[config.mk]
export PLATFORM = sky130hd
export DESIGN_NAME = mips_subset_execute_step_unit
export DESIGN_NICKNAME = d
export VERILOG_FILES = /design/src/hw/rtl/mses_pkg.sv /design/src/hw/rtl/mses_ram.sv /design/src/hw/rtl/mses_front.sv /design/src/hw/rtl/mses_queue.sv /design/src/hw/rtl/mses_back.sv /design/src/hw/rtl/mips_subset_execute_step_unit.sv
export SDC_FILE = /design/constraint.sdc
export NUM_CORES = 2
export LEC_CHECK = 0
export ABC_CLOCK_PERIOD_IN_PS = 6750
export BUFFER_PORTS_ARGS = -buffer_cell sky130_fd_sc_hd__buf_2
export CAP_MARGIN = 20
export CORE_MARGIN = 3
export CORE_UTILIZATION = 30
export CTS_CLUSTER_DIAMETER = 30
export CTS_CLUSTER_SIZE = 10
export DETAILED_ROUTE_END_ITERATION = 16
export PLACE_DENSITY_LB_ADDON = 0.1
export SYNTH_ARGS = -nofsm -noshare
export SYNTH_HDL_FRONTEND = slang
export SYNTH_SLANG_ARGS = --single-unit
[constraint.sdc]
create_clock -name clock -period 6.75 [get_ports clock]
set_input_delay 1.0125 -clock clock [delete_from_list [all_inputs] [get_ports clock]]
set_output_delay 1.0125 -clock clock [all_outputs]
set_load 0.01 [all_outputs]
[src/hw/rtl/mses_pkg.sv]
// Shared types and constants for the MIPS subset execute step unit.
// Holds opcode and function codes, decoded item kinds and the decoded item struct.
// Depends on nothing; the front end, queue, back end and top level import it.
package mses_pkg;

   localparam int REG_COUNT = 32;
   localparam int REG_IDX_W = 5;
   localparam int WORD_W = 32;

   localparam logic [WORD_W-1:0] PC_RESET_VALUE = 32'h0040_0000;
   localparam logic [WORD_W-1:0] PC_STEP = 32'd4;
   localparam logic [REG_IDX_W-1:0] RA_INDEX = 5'd31;

   localparam logic [5:0] OPC_SPECIAL = 6'h00;
   localparam logic [5:0] OPC_JAL = 6'h03;
   localparam logic [5:0] OPC_BNE = 6'h05;
   localparam logic [5:0] OPC_BLEZ = 6'h06;
   localparam logic [5:0] OPC_ADDI = 6'h08;
   localparam logic [5:0] OPC_ANDI = 6'h0C;

   localparam logic [5:0] FN_SLL = 6'h00;
   localparam logic [5:0] FN_SRL = 6'h02;
   localparam logic [5:0] FN_JR = 6'h08;
   localparam logic [5:0] FN_ADD = 6'h20;

   localparam logic [3:0] KIND_ADDI = 4'd0;
   localparam logic [3:0] KIND_ANDI = 4'd1;
   localparam logic [3:0] KIND_BLEZ = 4'd2;
   localparam logic [3:0] KIND_BNE = 4'd3;
   localparam logic [3:0] KIND_JAL = 4'd4;
   localparam logic [3:0] KIND_ADD = 4'd5;
   localparam logic [3:0] KIND_SLL = 4'd6;
   localparam logic [3:0] KIND_SRL = 4'd7;
   localparam logic [3:0] KIND_JR = 4'd8;
   localparam logic [3:0] KIND_ILLEGAL = 4'd9;

   typedef struct packed {
      logic [3:0]           kind;
      logic                 wr;
      logic [REG_IDX_W-1:0] rs;
      logic [REG_IDX_W-1:0] rt;
      logic [REG_IDX_W-1:0] dst;
      logic [WORD_W-1:0]    imm;
      logic [4:0]           shamt;
      logic [25:0]          target;
   } decode_type;

endpackage

[src/hw/rtl/mses_ram.sv]
// Generic RAM with one write port and two registered read ports.
// No dependencies.
module mses_ram #(
   parameter int WIDTH = 32,
   parameter int DEPTH = 32
) (
   input  logic                     clock,
   input  logic                     wr_en,
   input  logic [$clog2(DEPTH)-1:0] wr_addr,
   input  logic [WIDTH-1:0]         wr_data,
   input  logic                     rd_en,
   input  logic [$clog2(DEPTH)-1:0] rd_addr_a,
   input  logic [$clog2(DEPTH)-1:0] rd_addr_b,
   output logic [WIDTH-1:0]         rd_data_a,
   output logic [WIDTH-1:0]         rd_data_b
);

   logic [WIDTH-1:0] mem_ff [DEPTH];

   always_ff @(posedge clock) begin
      if (wr_en) begin
         mem_ff[wr_addr] <= wr_data;
      end
      // A read in the same cycle as a write to that address returns the old data.
      if (rd_en) begin
         rd_data_a <= mem_ff[rd_addr_a];
         rd_data_b <= mem_ff[rd_addr_b];
      end
   end

endmodule

[src/hw/rtl/mses_front.sv]
// Front end: classifies one instruction word into a decoded item.
// Depends on mses_pkg.
module mses_front
   import mses_pkg::*;
(
   input  logic [WORD_W-1:0] instr_word,
   output decode_type        item
);

   logic [5:0]           opcode;
   logic [5:0]           funct;
   logic                 writes;
   logic [REG_IDX_W-1:0] dst_raw;

   assign opcode = instr_word[31:26];
   assign funct = instr_word[5:0];

   always_comb begin
      item = '0;
      item.rs = instr_word[25:21];
      item.rt = instr_word[20:16];
      item.shamt = instr_word[10:6];
      item.target = instr_word[25:0];
      item.imm = {{16{instr_word[15]}}, instr_word[15:0]};
      writes = 1'b0;
      dst_raw = '0;
      unique case (opcode)
         OPC_ADDI: begin
            item.kind = KIND_ADDI;
            writes = 1'b1;
            dst_raw = instr_word[20:16];
         end
         OPC_ANDI: begin
            item.kind = KIND_ANDI;
            item.imm = {16'h0000, instr_word[15:0]};
            writes = 1'b1;
            dst_raw = instr_word[20:16];
         end
         OPC_BLEZ: item.kind = KIND_BLEZ;
         OPC_BNE: item.kind = KIND_BNE;
         OPC_JAL: begin
            item.kind = KIND_JAL;
            writes = 1'b1;
            dst_raw = RA_INDEX;
         end
         OPC_SPECIAL: begin
            unique case (funct)
               FN_ADD: begin
                  item.kind = KIND_ADD;
                  writes = 1'b1;
                  dst_raw = instr_word[15:11];
               end
               FN_SLL: begin
                  item.kind = KIND_SLL;
                  writes = 1'b1;
                  dst_raw = instr_word[15:11];
               end
               FN_SRL: begin
                  item.kind = KIND_SRL;
                  writes = 1'b1;
                  dst_raw = instr_word[15:11];
               end
               FN_JR: item.kind = KIND_JR;
               default: item.kind = KIND_ILLEGAL;
            endcase
         end
         default: item.kind = KIND_ILLEGAL;
      endcase
      // Writes to register zero are dropped here, so the back end never sees them.
      item.wr = writes && (dst_raw != '0);
      item.dst = item.wr ? dst_raw : '0;
   end

endmodule

[src/hw/rtl/mses_queue.sv]
// Short FIFO of decoded items between the front end and the back end.
// Depends on mses_pkg. DEPTH must be a power of two, at least 2.
module mses_queue
   import mses_pkg::*;
#(
   parameter int DEPTH = 2
) (
   input  logic       clock,
   input  logic       reset,
   input  logic       push_valid,
   output logic       push_ready,
   input  decode_type push_data,
   output logic       pop_valid,
   input  logic       pop_ready,
   output decode_type pop_data
);

   localparam int AW = $clog2(DEPTH);
   localparam int CW = $clog2(DEPTH + 1);

   decode_type    slot_ff [DEPTH];
   logic [AW-1:0] wptr_ff, wptr_in;
   logic [AW-1:0] rptr_ff, rptr_in;
   logic [CW-1:0] count_ff, count_in;
   logic          push, pop;

   assign push_ready = (count_ff != CW'(DEPTH));
   assign pop_valid = (count_ff != '0);
   assign pop_data = slot_ff[rptr_ff];
   assign push = push_valid && push_ready;
   assign pop = pop_valid && pop_ready;

   always_comb begin
      wptr_in = push ? wptr_ff + AW'(1) : wptr_ff;
      rptr_in = pop ? rptr_ff + AW'(1) : rptr_ff;
      count_in = count_ff;
      if (push && !pop) begin
         count_in = count_ff + CW'(1);
      end else if (pop && !push) begin
         count_in = count_ff - CW'(1);
      end
   end

   always_ff @(posedge clock) begin
      if (reset) begin
         wptr_ff <= '0;
         rptr_ff <= '0;
         count_ff <= '0;
      end else begin
         wptr_ff <= wptr_in;
         rptr_ff <= rptr_in;
         count_ff <= count_in;
      end
      if (push) begin
         slot_ff[wptr_ff] <= push_data;
      end
   end

endmodule

[src/hw/rtl/mses_back.sv]
// Back end: reads operands, executes the decoded item, updates registers and pc.
// Depends on mses_pkg and mses_ram; drives the response output register.
module mses_back
   import mses_pkg::*;
(
   input  logic              clock,
   input  logic              reset,
   input  logic              head_valid,
   output logic              head_ready,
   input  decode_type        head_data,
   output logic              rsp_valid,
   input  logic              rsp_ready,
   output logic [WORD_W-1:0] rsp_next_pc,
   output logic              rsp_reg_written,
   output logic [4:0]        rsp_dest_index,
   output logic [WORD_W-1:0] rsp_dest_value,
   output logic              rsp_branch_taken,
   output logic              rsp_illegal_instr
);

   logic                 e_valid_ff, e_valid_in;
   decode_type           e_item_ff;
   logic                 fwd_s_ff, fwd_t_ff;
   logic                 vld_s_ff, vld_t_ff;
   logic [WORD_W-1:0]    fwd_val_ff;
   logic [REG_COUNT-1:0] reg_vld_ff, reg_vld_in;
   logic [WORD_W-1:0]    pc_ff, pc_in;

   logic                 rsp_valid_ff, rsp_valid_in;
   logic [WORD_W-1:0]    rsp_next_pc_ff;
   logic                 rsp_reg_written_ff;
   logic [4:0]           rsp_dest_index_ff;
   logic [WORD_W-1:0]    rsp_dest_value_ff;
   logic                 rsp_branch_taken_ff;
   logic                 rsp_illegal_instr_ff;

   logic                 e_fire, launch;
   logic                 wr_en;
   logic [WORD_W-1:0]    rd_a, rd_b;
   logic [WORD_W-1:0]    vs, vt;
   logic [WORD_W-1:0]    seq_pc, br_target, npc, result;
   logic                 taken, illegal;

   assign e_fire = e_valid_ff && (!rsp_valid_ff || rsp_ready);
   assign head_ready = !e_valid_ff || e_fire;
   assign launch = head_valid && head_ready;
   assign wr_en = e_fire && e_item_ff.wr;

   mses_ram #(
      .WIDTH (WORD_W),
      .DEPTH (REG_COUNT)
   ) u_regs (
      .clock     (clock),
      .wr_en     (wr_en),
      .wr_addr   (e_item_ff.dst),
      .wr_data   (result),
      .rd_en     (launch),
      .rd_addr_a (head_data.rs),
      .rd_addr_b (head_data.rt),
      .rd_data_a (rd_a),
      .rd_data_b (rd_b)
   );

   // A register never written since reset reads as zero; a write retiring in the
   // cycle an operand is read is forwarded, since the memory returns the old value.
   assign vs = fwd_s_ff ? fwd_val_ff : (vld_s_ff ? rd_a : '0);
   assign vt = fwd_t_ff ? fwd_val_ff : (vld_t_ff ? rd_b : '0);

   assign seq_pc = pc_ff + PC_STEP;
   assign br_target = seq_pc + {e_item_ff.imm[WORD_W-3:0], 2'b00};

   always_comb begin
      result = '0;
      npc = seq_pc;
      taken = 1'b0;
      illegal = 1'b0;
      unique case (e_item_ff.kind)
         KIND_ADDI: result = vs + e_item_ff.imm;
         KIND_ANDI: result = vs & e_item_ff.imm;
         KIND_BLEZ: begin
            if ((vs == '0) || vs[WORD_W-1]) begin
               taken = 1'b1;
               npc = br_target;
            end
         end
         KIND_BNE: begin
            if (vs != vt) begin
               taken = 1'b1;
               npc = br_target;
            end
         end
         KIND_JAL: begin
            result = seq_pc;
            taken = 1'b1;
            npc = {seq_pc[31:28], e_item_ff.target, 2'b00};
         end
         KIND_ADD: result = vs + vt;
         KIND_SLL: result = vt << e_item_ff.shamt;
         KIND_SRL: result = vt >> e_item_ff.shamt;
         KIND_JR: begin
            taken = 1'b1;
            npc = vs;
         end
         default: illegal = 1'b1;
      endcase
   end

   always_comb begin
      e_valid_in = e_valid_ff;
      if (launch) begin
         e_valid_in = 1'b1;
      end else if (e_fire) begin
         e_valid_in = 1'b0;
      end
      reg_vld_in = reg_vld_ff;
      if (wr_en) begin
         reg_vld_in = reg_vld_ff | (REG_COUNT'(1) << e_item_ff.dst);
      end
      pc_in = e_fire ? npc : pc_ff;
      rsp_valid_in = rsp_valid_ff;
      if (e_fire) begin
         rsp_valid_in = 1'b1;
      end else if (rsp_ready) begin
         rsp_valid_in = 1'b0;
      end
   end

   always_ff @(posedge clock) begin
      if (reset) begin
         e_valid_ff <= 1'b0;
         reg_vld_ff <= '0;
         pc_ff <= PC_RESET_VALUE;
         rsp_valid_ff <= 1'b0;
      end else begin
         e_valid_ff <= e_valid_in;
         reg_vld_ff <= reg_vld_in;
         pc_ff <= pc_in;
         rsp_valid_ff <= rsp_valid_in;
      end
      if (launch) begin
         e_item_ff <= head_data;
         fwd_s_ff <= wr_en && (e_item_ff.dst == head_data.rs);
         fwd_t_ff <= wr_en && (e_item_ff.dst == head_data.rt);
         fwd_val_ff <= result;
         vld_s_ff <= reg_vld_ff[head_data.rs];
         vld_t_ff <= reg_vld_ff[head_data.rt];
      end
      if (e_fire) begin
         rsp_next_pc_ff <= npc;
         rsp_reg_written_ff <= e_item_ff.wr;
         rsp_dest_index_ff <= e_item_ff.dst;
         rsp_dest_value_ff <= e_item_ff.wr ? result : '0;
         rsp_branch_taken_ff <= taken;
         rsp_illegal_instr_ff <= illegal;
      end
   end

   assign rsp_valid = rsp_valid_ff;
   assign rsp_next_pc = rsp_next_pc_ff;
   assign rsp_reg_written = rsp_reg_written_ff;
   assign rsp_dest_index = rsp_dest_index_ff;
   assign rsp_dest_value = rsp_dest_value_ff;
   assign rsp_branch_taken = rsp_branch_taken_ff;
   assign rsp_illegal_instr = rsp_illegal_instr_ff;

endmodule

[src/hw/rtl/mips_subset_execute_step_unit.sv]
// Sustained rate is one instruction per clock while rsp_ready stays high: a request
// accepted by the queue is decoded into a queue slot, launched from there into the
// execute stage (two-port register file read), and its response is then registered in
// the response output register. Reset needs no clearing pass; per-register valid bits
// make unwritten registers read as zero. The pc starts at 0x00400000.
// Top level: instantiates mses_front, mses_queue and mses_back; depends on mses_pkg.
module mips_subset_execute_step_unit
   import mses_pkg::*;
#(
   parameter int QUEUE_DEPTH = 2
) (
   input  logic        clock,
   input  logic        reset,
   input  logic        req_valid,
   output logic        req_ready,
   input  logic [31:0] req_instr_word,
   output logic        rsp_valid,
   input  logic        rsp_ready,
   output logic [31:0] rsp_next_pc,
   output logic        rsp_reg_written,
   output logic [4:0]  rsp_dest_index,
   output logic [31:0] rsp_dest_value,
   output logic        rsp_branch_taken,
   output logic        rsp_illegal_instr
);

   decode_type front_item;
   decode_type head_item;
   logic       head_valid;
   logic       head_ready;

   mses_front u_front (
      .instr_word (req_instr_word),
      .item       (front_item)
   );

   mses_queue #(
      .DEPTH (QUEUE_DEPTH)
   ) u_queue (
      .clock      (clock),
      .reset      (reset),
      .push_valid (req_valid),
      .push_ready (req_ready),
      .push_data  (front_item),
      .pop_valid  (head_valid),
      .pop_ready  (head_ready),
      .pop_data   (head_item)
   );

   mses_back u_back (
      .clock             (clock),
      .reset             (reset),
      .head_valid        (head_valid),
      .head_ready        (head_ready),
      .head_data         (head_item),
      .rsp_valid         (rsp_valid),
      .rsp_ready         (rsp_ready),
      .rsp_next_pc       (rsp_next_pc),
      .rsp_reg_written   (rsp_reg_written),
      .rsp_dest_index    (rsp_dest_index),
      .rsp_dest_value    (rsp_dest_value),
      .rsp_branch_taken  (rsp_branch_taken),
      .rsp_illegal_instr (rsp_illegal_instr)
   );

endmodule

==> results.yml <==
grt:
  busiest_layer: "met2"
  grt_max_degree: 128
  grt_pass1_vias: 62500
  met2_usage: 0.399
  grt_use_met3: 0.0448
  gr-usage-all-layers: 0.255
  grt_pass1_wl_um: 466000
  antenna_found_initial: 23
  grtUsageMet1: 0.347
  grt_overflow: 0
drt:
  first_pass_iters: 9
  wl_per_cell_um: 29.4
  drt-total-wl_um: 330000
  viasPerCell: 5.77
  dr.first_iter.drc_count: 7934
  vias: 64900
  drcViolationCount: 0
  antenna_left: 0
pwr:
  irDropWorstVdd_mv: 0.380
  leakagePower_nw: 34.3
  p_per_area_nw_per_um2: 553
timing:
  final-hold-violation-count: 0
  worst_pin_slew_ns: 1.20
  fin_tns_setup_ns: 0
  max_slew_margin: 0.192
  grt_setup_unrepaired: "no"
  finalMaxSlewViolations: 0
  fin_crit_sh: 0.839
  setup_ws_ns: 1.08
  setup_viol: 0
  whs_ns: 0.253
  fmax_mhz: 176
  fin_skew_ns: 0.102
  fin_crit_ns: 5.67
setup_path:
  end_kind: "flip-flop"
  crit_path_frequent_cell: "buf_4"
  reg2reg_depth: 13
  max_stage_delay_ns: 0.82
  crit_slowest_cell: "a211oi_4"
  worst-path-stages: 13
  arrival_ns: 6.52
  worstPathMaxFanout: 45
  crit_chain: "buf_12, buf_4, nor2b_1, buf_4, a222oi_1, nor4b_1, nand4_1, or4_4, a211oi_4, buf_4, nor2_1, o22a_1, a311oi_1"
  required_ns: 7.60
  crit_buf_inv: 4
  r2r_setup_slack_ns: 1.08
  critPathTopFamily: "simple AND/OR/NAND/NOR gates"
  worst_setup_path_start_kind: "flip-flop"
  path_class: "reg -> reg"
floorplanning:
  dieHeight_um: 501
  io_pins: 110
  start_util: 0.302
  die_width_um: 501
  dieArea_um2: 251000
  core_um2: 243000
  core.rowCount: 181
place:
  port_buffers: 109
  gp_congestion: 0.953
  dp_hpwl_um: 198000
  dp_cells: 10500
  pre_cts_ws_ns: 1.20
clock_tree:
  hold_buffers: 0
  cts_tree: "built"
  clkSlewWorstSetupHoldPaths_ns: 0.04
  clockRootBuffer: "clkbuf_16"
  clkLatencyLatePin_ns: 0.97
  cts-buffers-inserted: 396
  cts-htree-levels: 5
  cts.sinks: 1378
  post_cts_buffers: 0
  cts.path.max_buffers: 4
  cts_resized: 0
logic_synthesis:
  synth_common_cells: "nand2_1, edfxtp_1, nand3_1"
  yosys_register_bits: 1378
  ys_types: 83
  synth_top_area_frac: 0.534
  synth_edf_count: 1307
  syn_nets: 7696
  ys.flop_type: "edfxtp_1"
  synth.avg_cell_area_um2: 9.69
  postSynthCellCount: 7592
  yosysWarnings: 0
  synthTopCellsByArea: "edfxtp_1, nand2_1, nand3_1"
  synth_area_um2: 73500
  synthArstFlopShare: 0
  yosysMostFrequentCell: "nand2_1"
  yosysSeqAreaShare: 0.553
  yosys.area.top_type: "edfxtp_1"
finish:
  drive_gt1_frac: 0.139
  nNetsFinal: 7821
  syn2layout_area_growth_pct: 24.7
  fin_cells: 11200
hold_path:
  holdPathStages: 1
  holdCritPathClass: "in -> reg"
run:
  cap_violations: 0
status:
  outcome: "completed"
==> where the power goes <==
part / internal (mW) / switching (mW)
Clock: 13.0 / 5.44
Sequential: 11.4 / 0.973
Combinational: 5.75 / 14.2
Total: 30.1 / 20.6
==> path summary, 6_finish.rpt <==
kind / endpoint / startpoint
max reg2reg: u_back.pc_ff[31] / u_back.fwd_t_ff
min: u_queue.slot_ff[0][76] / req_instr_word[24]
max: u_back.pc_ff[31] / u_back.fwd_t_ff
min reg2reg: u_back.e_item_ff[7] / u_queue.slot_ff[1][38]
==> logic make-up after synthesis <==
group                    synth area share
AO/OA/AOI/OAI                       0.106
XOR/XNOR                           0.0100
buffers and inverters              0.0351
adder cells (fa/ha/maj)            0.0118
multiplexers                       0.0318
AND/OR/NAND/NOR                     0.252
flip-flops                          0.553
==> layout make-up <==
type / count / area (µm²)
timing repair buffer: 332 / 2800
sequential: 1378 / 40700
tap: 3202 / 4010
clock buffer: 454 / 10200
clock inverter: 257 / 2920
antenna: 10 / 25.0
inverter: 62 / 275
fill: 23600 / 152000
multi-input combinational: 5547 / 30800
==> worst register-to-register path: stages, from the launching register on <==
cell and delay (ns):
edfxtp_1 0.60, buf_12 0.29, buf_4 0.26, nor2b_1 0.75, buf_4 0.35, a222oi_1 0.12
nor4b_1 0.59, nand4_1 0.22, or4_4 0.61, a211oi_4 0.82, buf_4 0.34, nor2_1 0.10
o22a_1 0.24, a311oi_1 0.24
==> stage by stage <==
stage	area, µm²	power (mW)	utilization
final	91700	50.7	0.377
after global routing	91700	52.7	0.377
after CTS	91600	50.6	0.376
after detailed placement	78400	32.0	0.322
after global placement	78300	32.1	0.322
after floorplan	73500	23.7	-
==> flip-flops by register name, summed over array words and instances (netlist names), 32 cells and up, named ones only <==
signal and cells:
u_back.u_regs.rd_data_a 32, u_back.u_regs.mem_ff 1024, u_queue.slot_ff 74, u_back.fwd_val_ff 32, u_back.e_item_ff 37, u_back.u_regs.rd_data_b 32, u_back.reg_vld_ff 32, u_back.pc_ff 32
u_back.rsp_dest_value 32, u_back.rsp_next_pc 32
==> cell usage in the layout (no fill, tap or decap), drive strengths merged, types with 88 or more instances in the layout <==
master,count
nand2,2347
edfxtp,1307
nand3,1122
clkbuf,454
a311oi,343
buf,332
nor2,289
clkinv,162
and3,149
a21oi,137
a21o,88
==> routing by layer <==
metal  wire [µm]  share of wire
met5           0              0
met4       13300          0.040
met3       25200          0.076
met2      151000           0.46
met1      141000           0.43
Power figures use the tool's default switching activity.
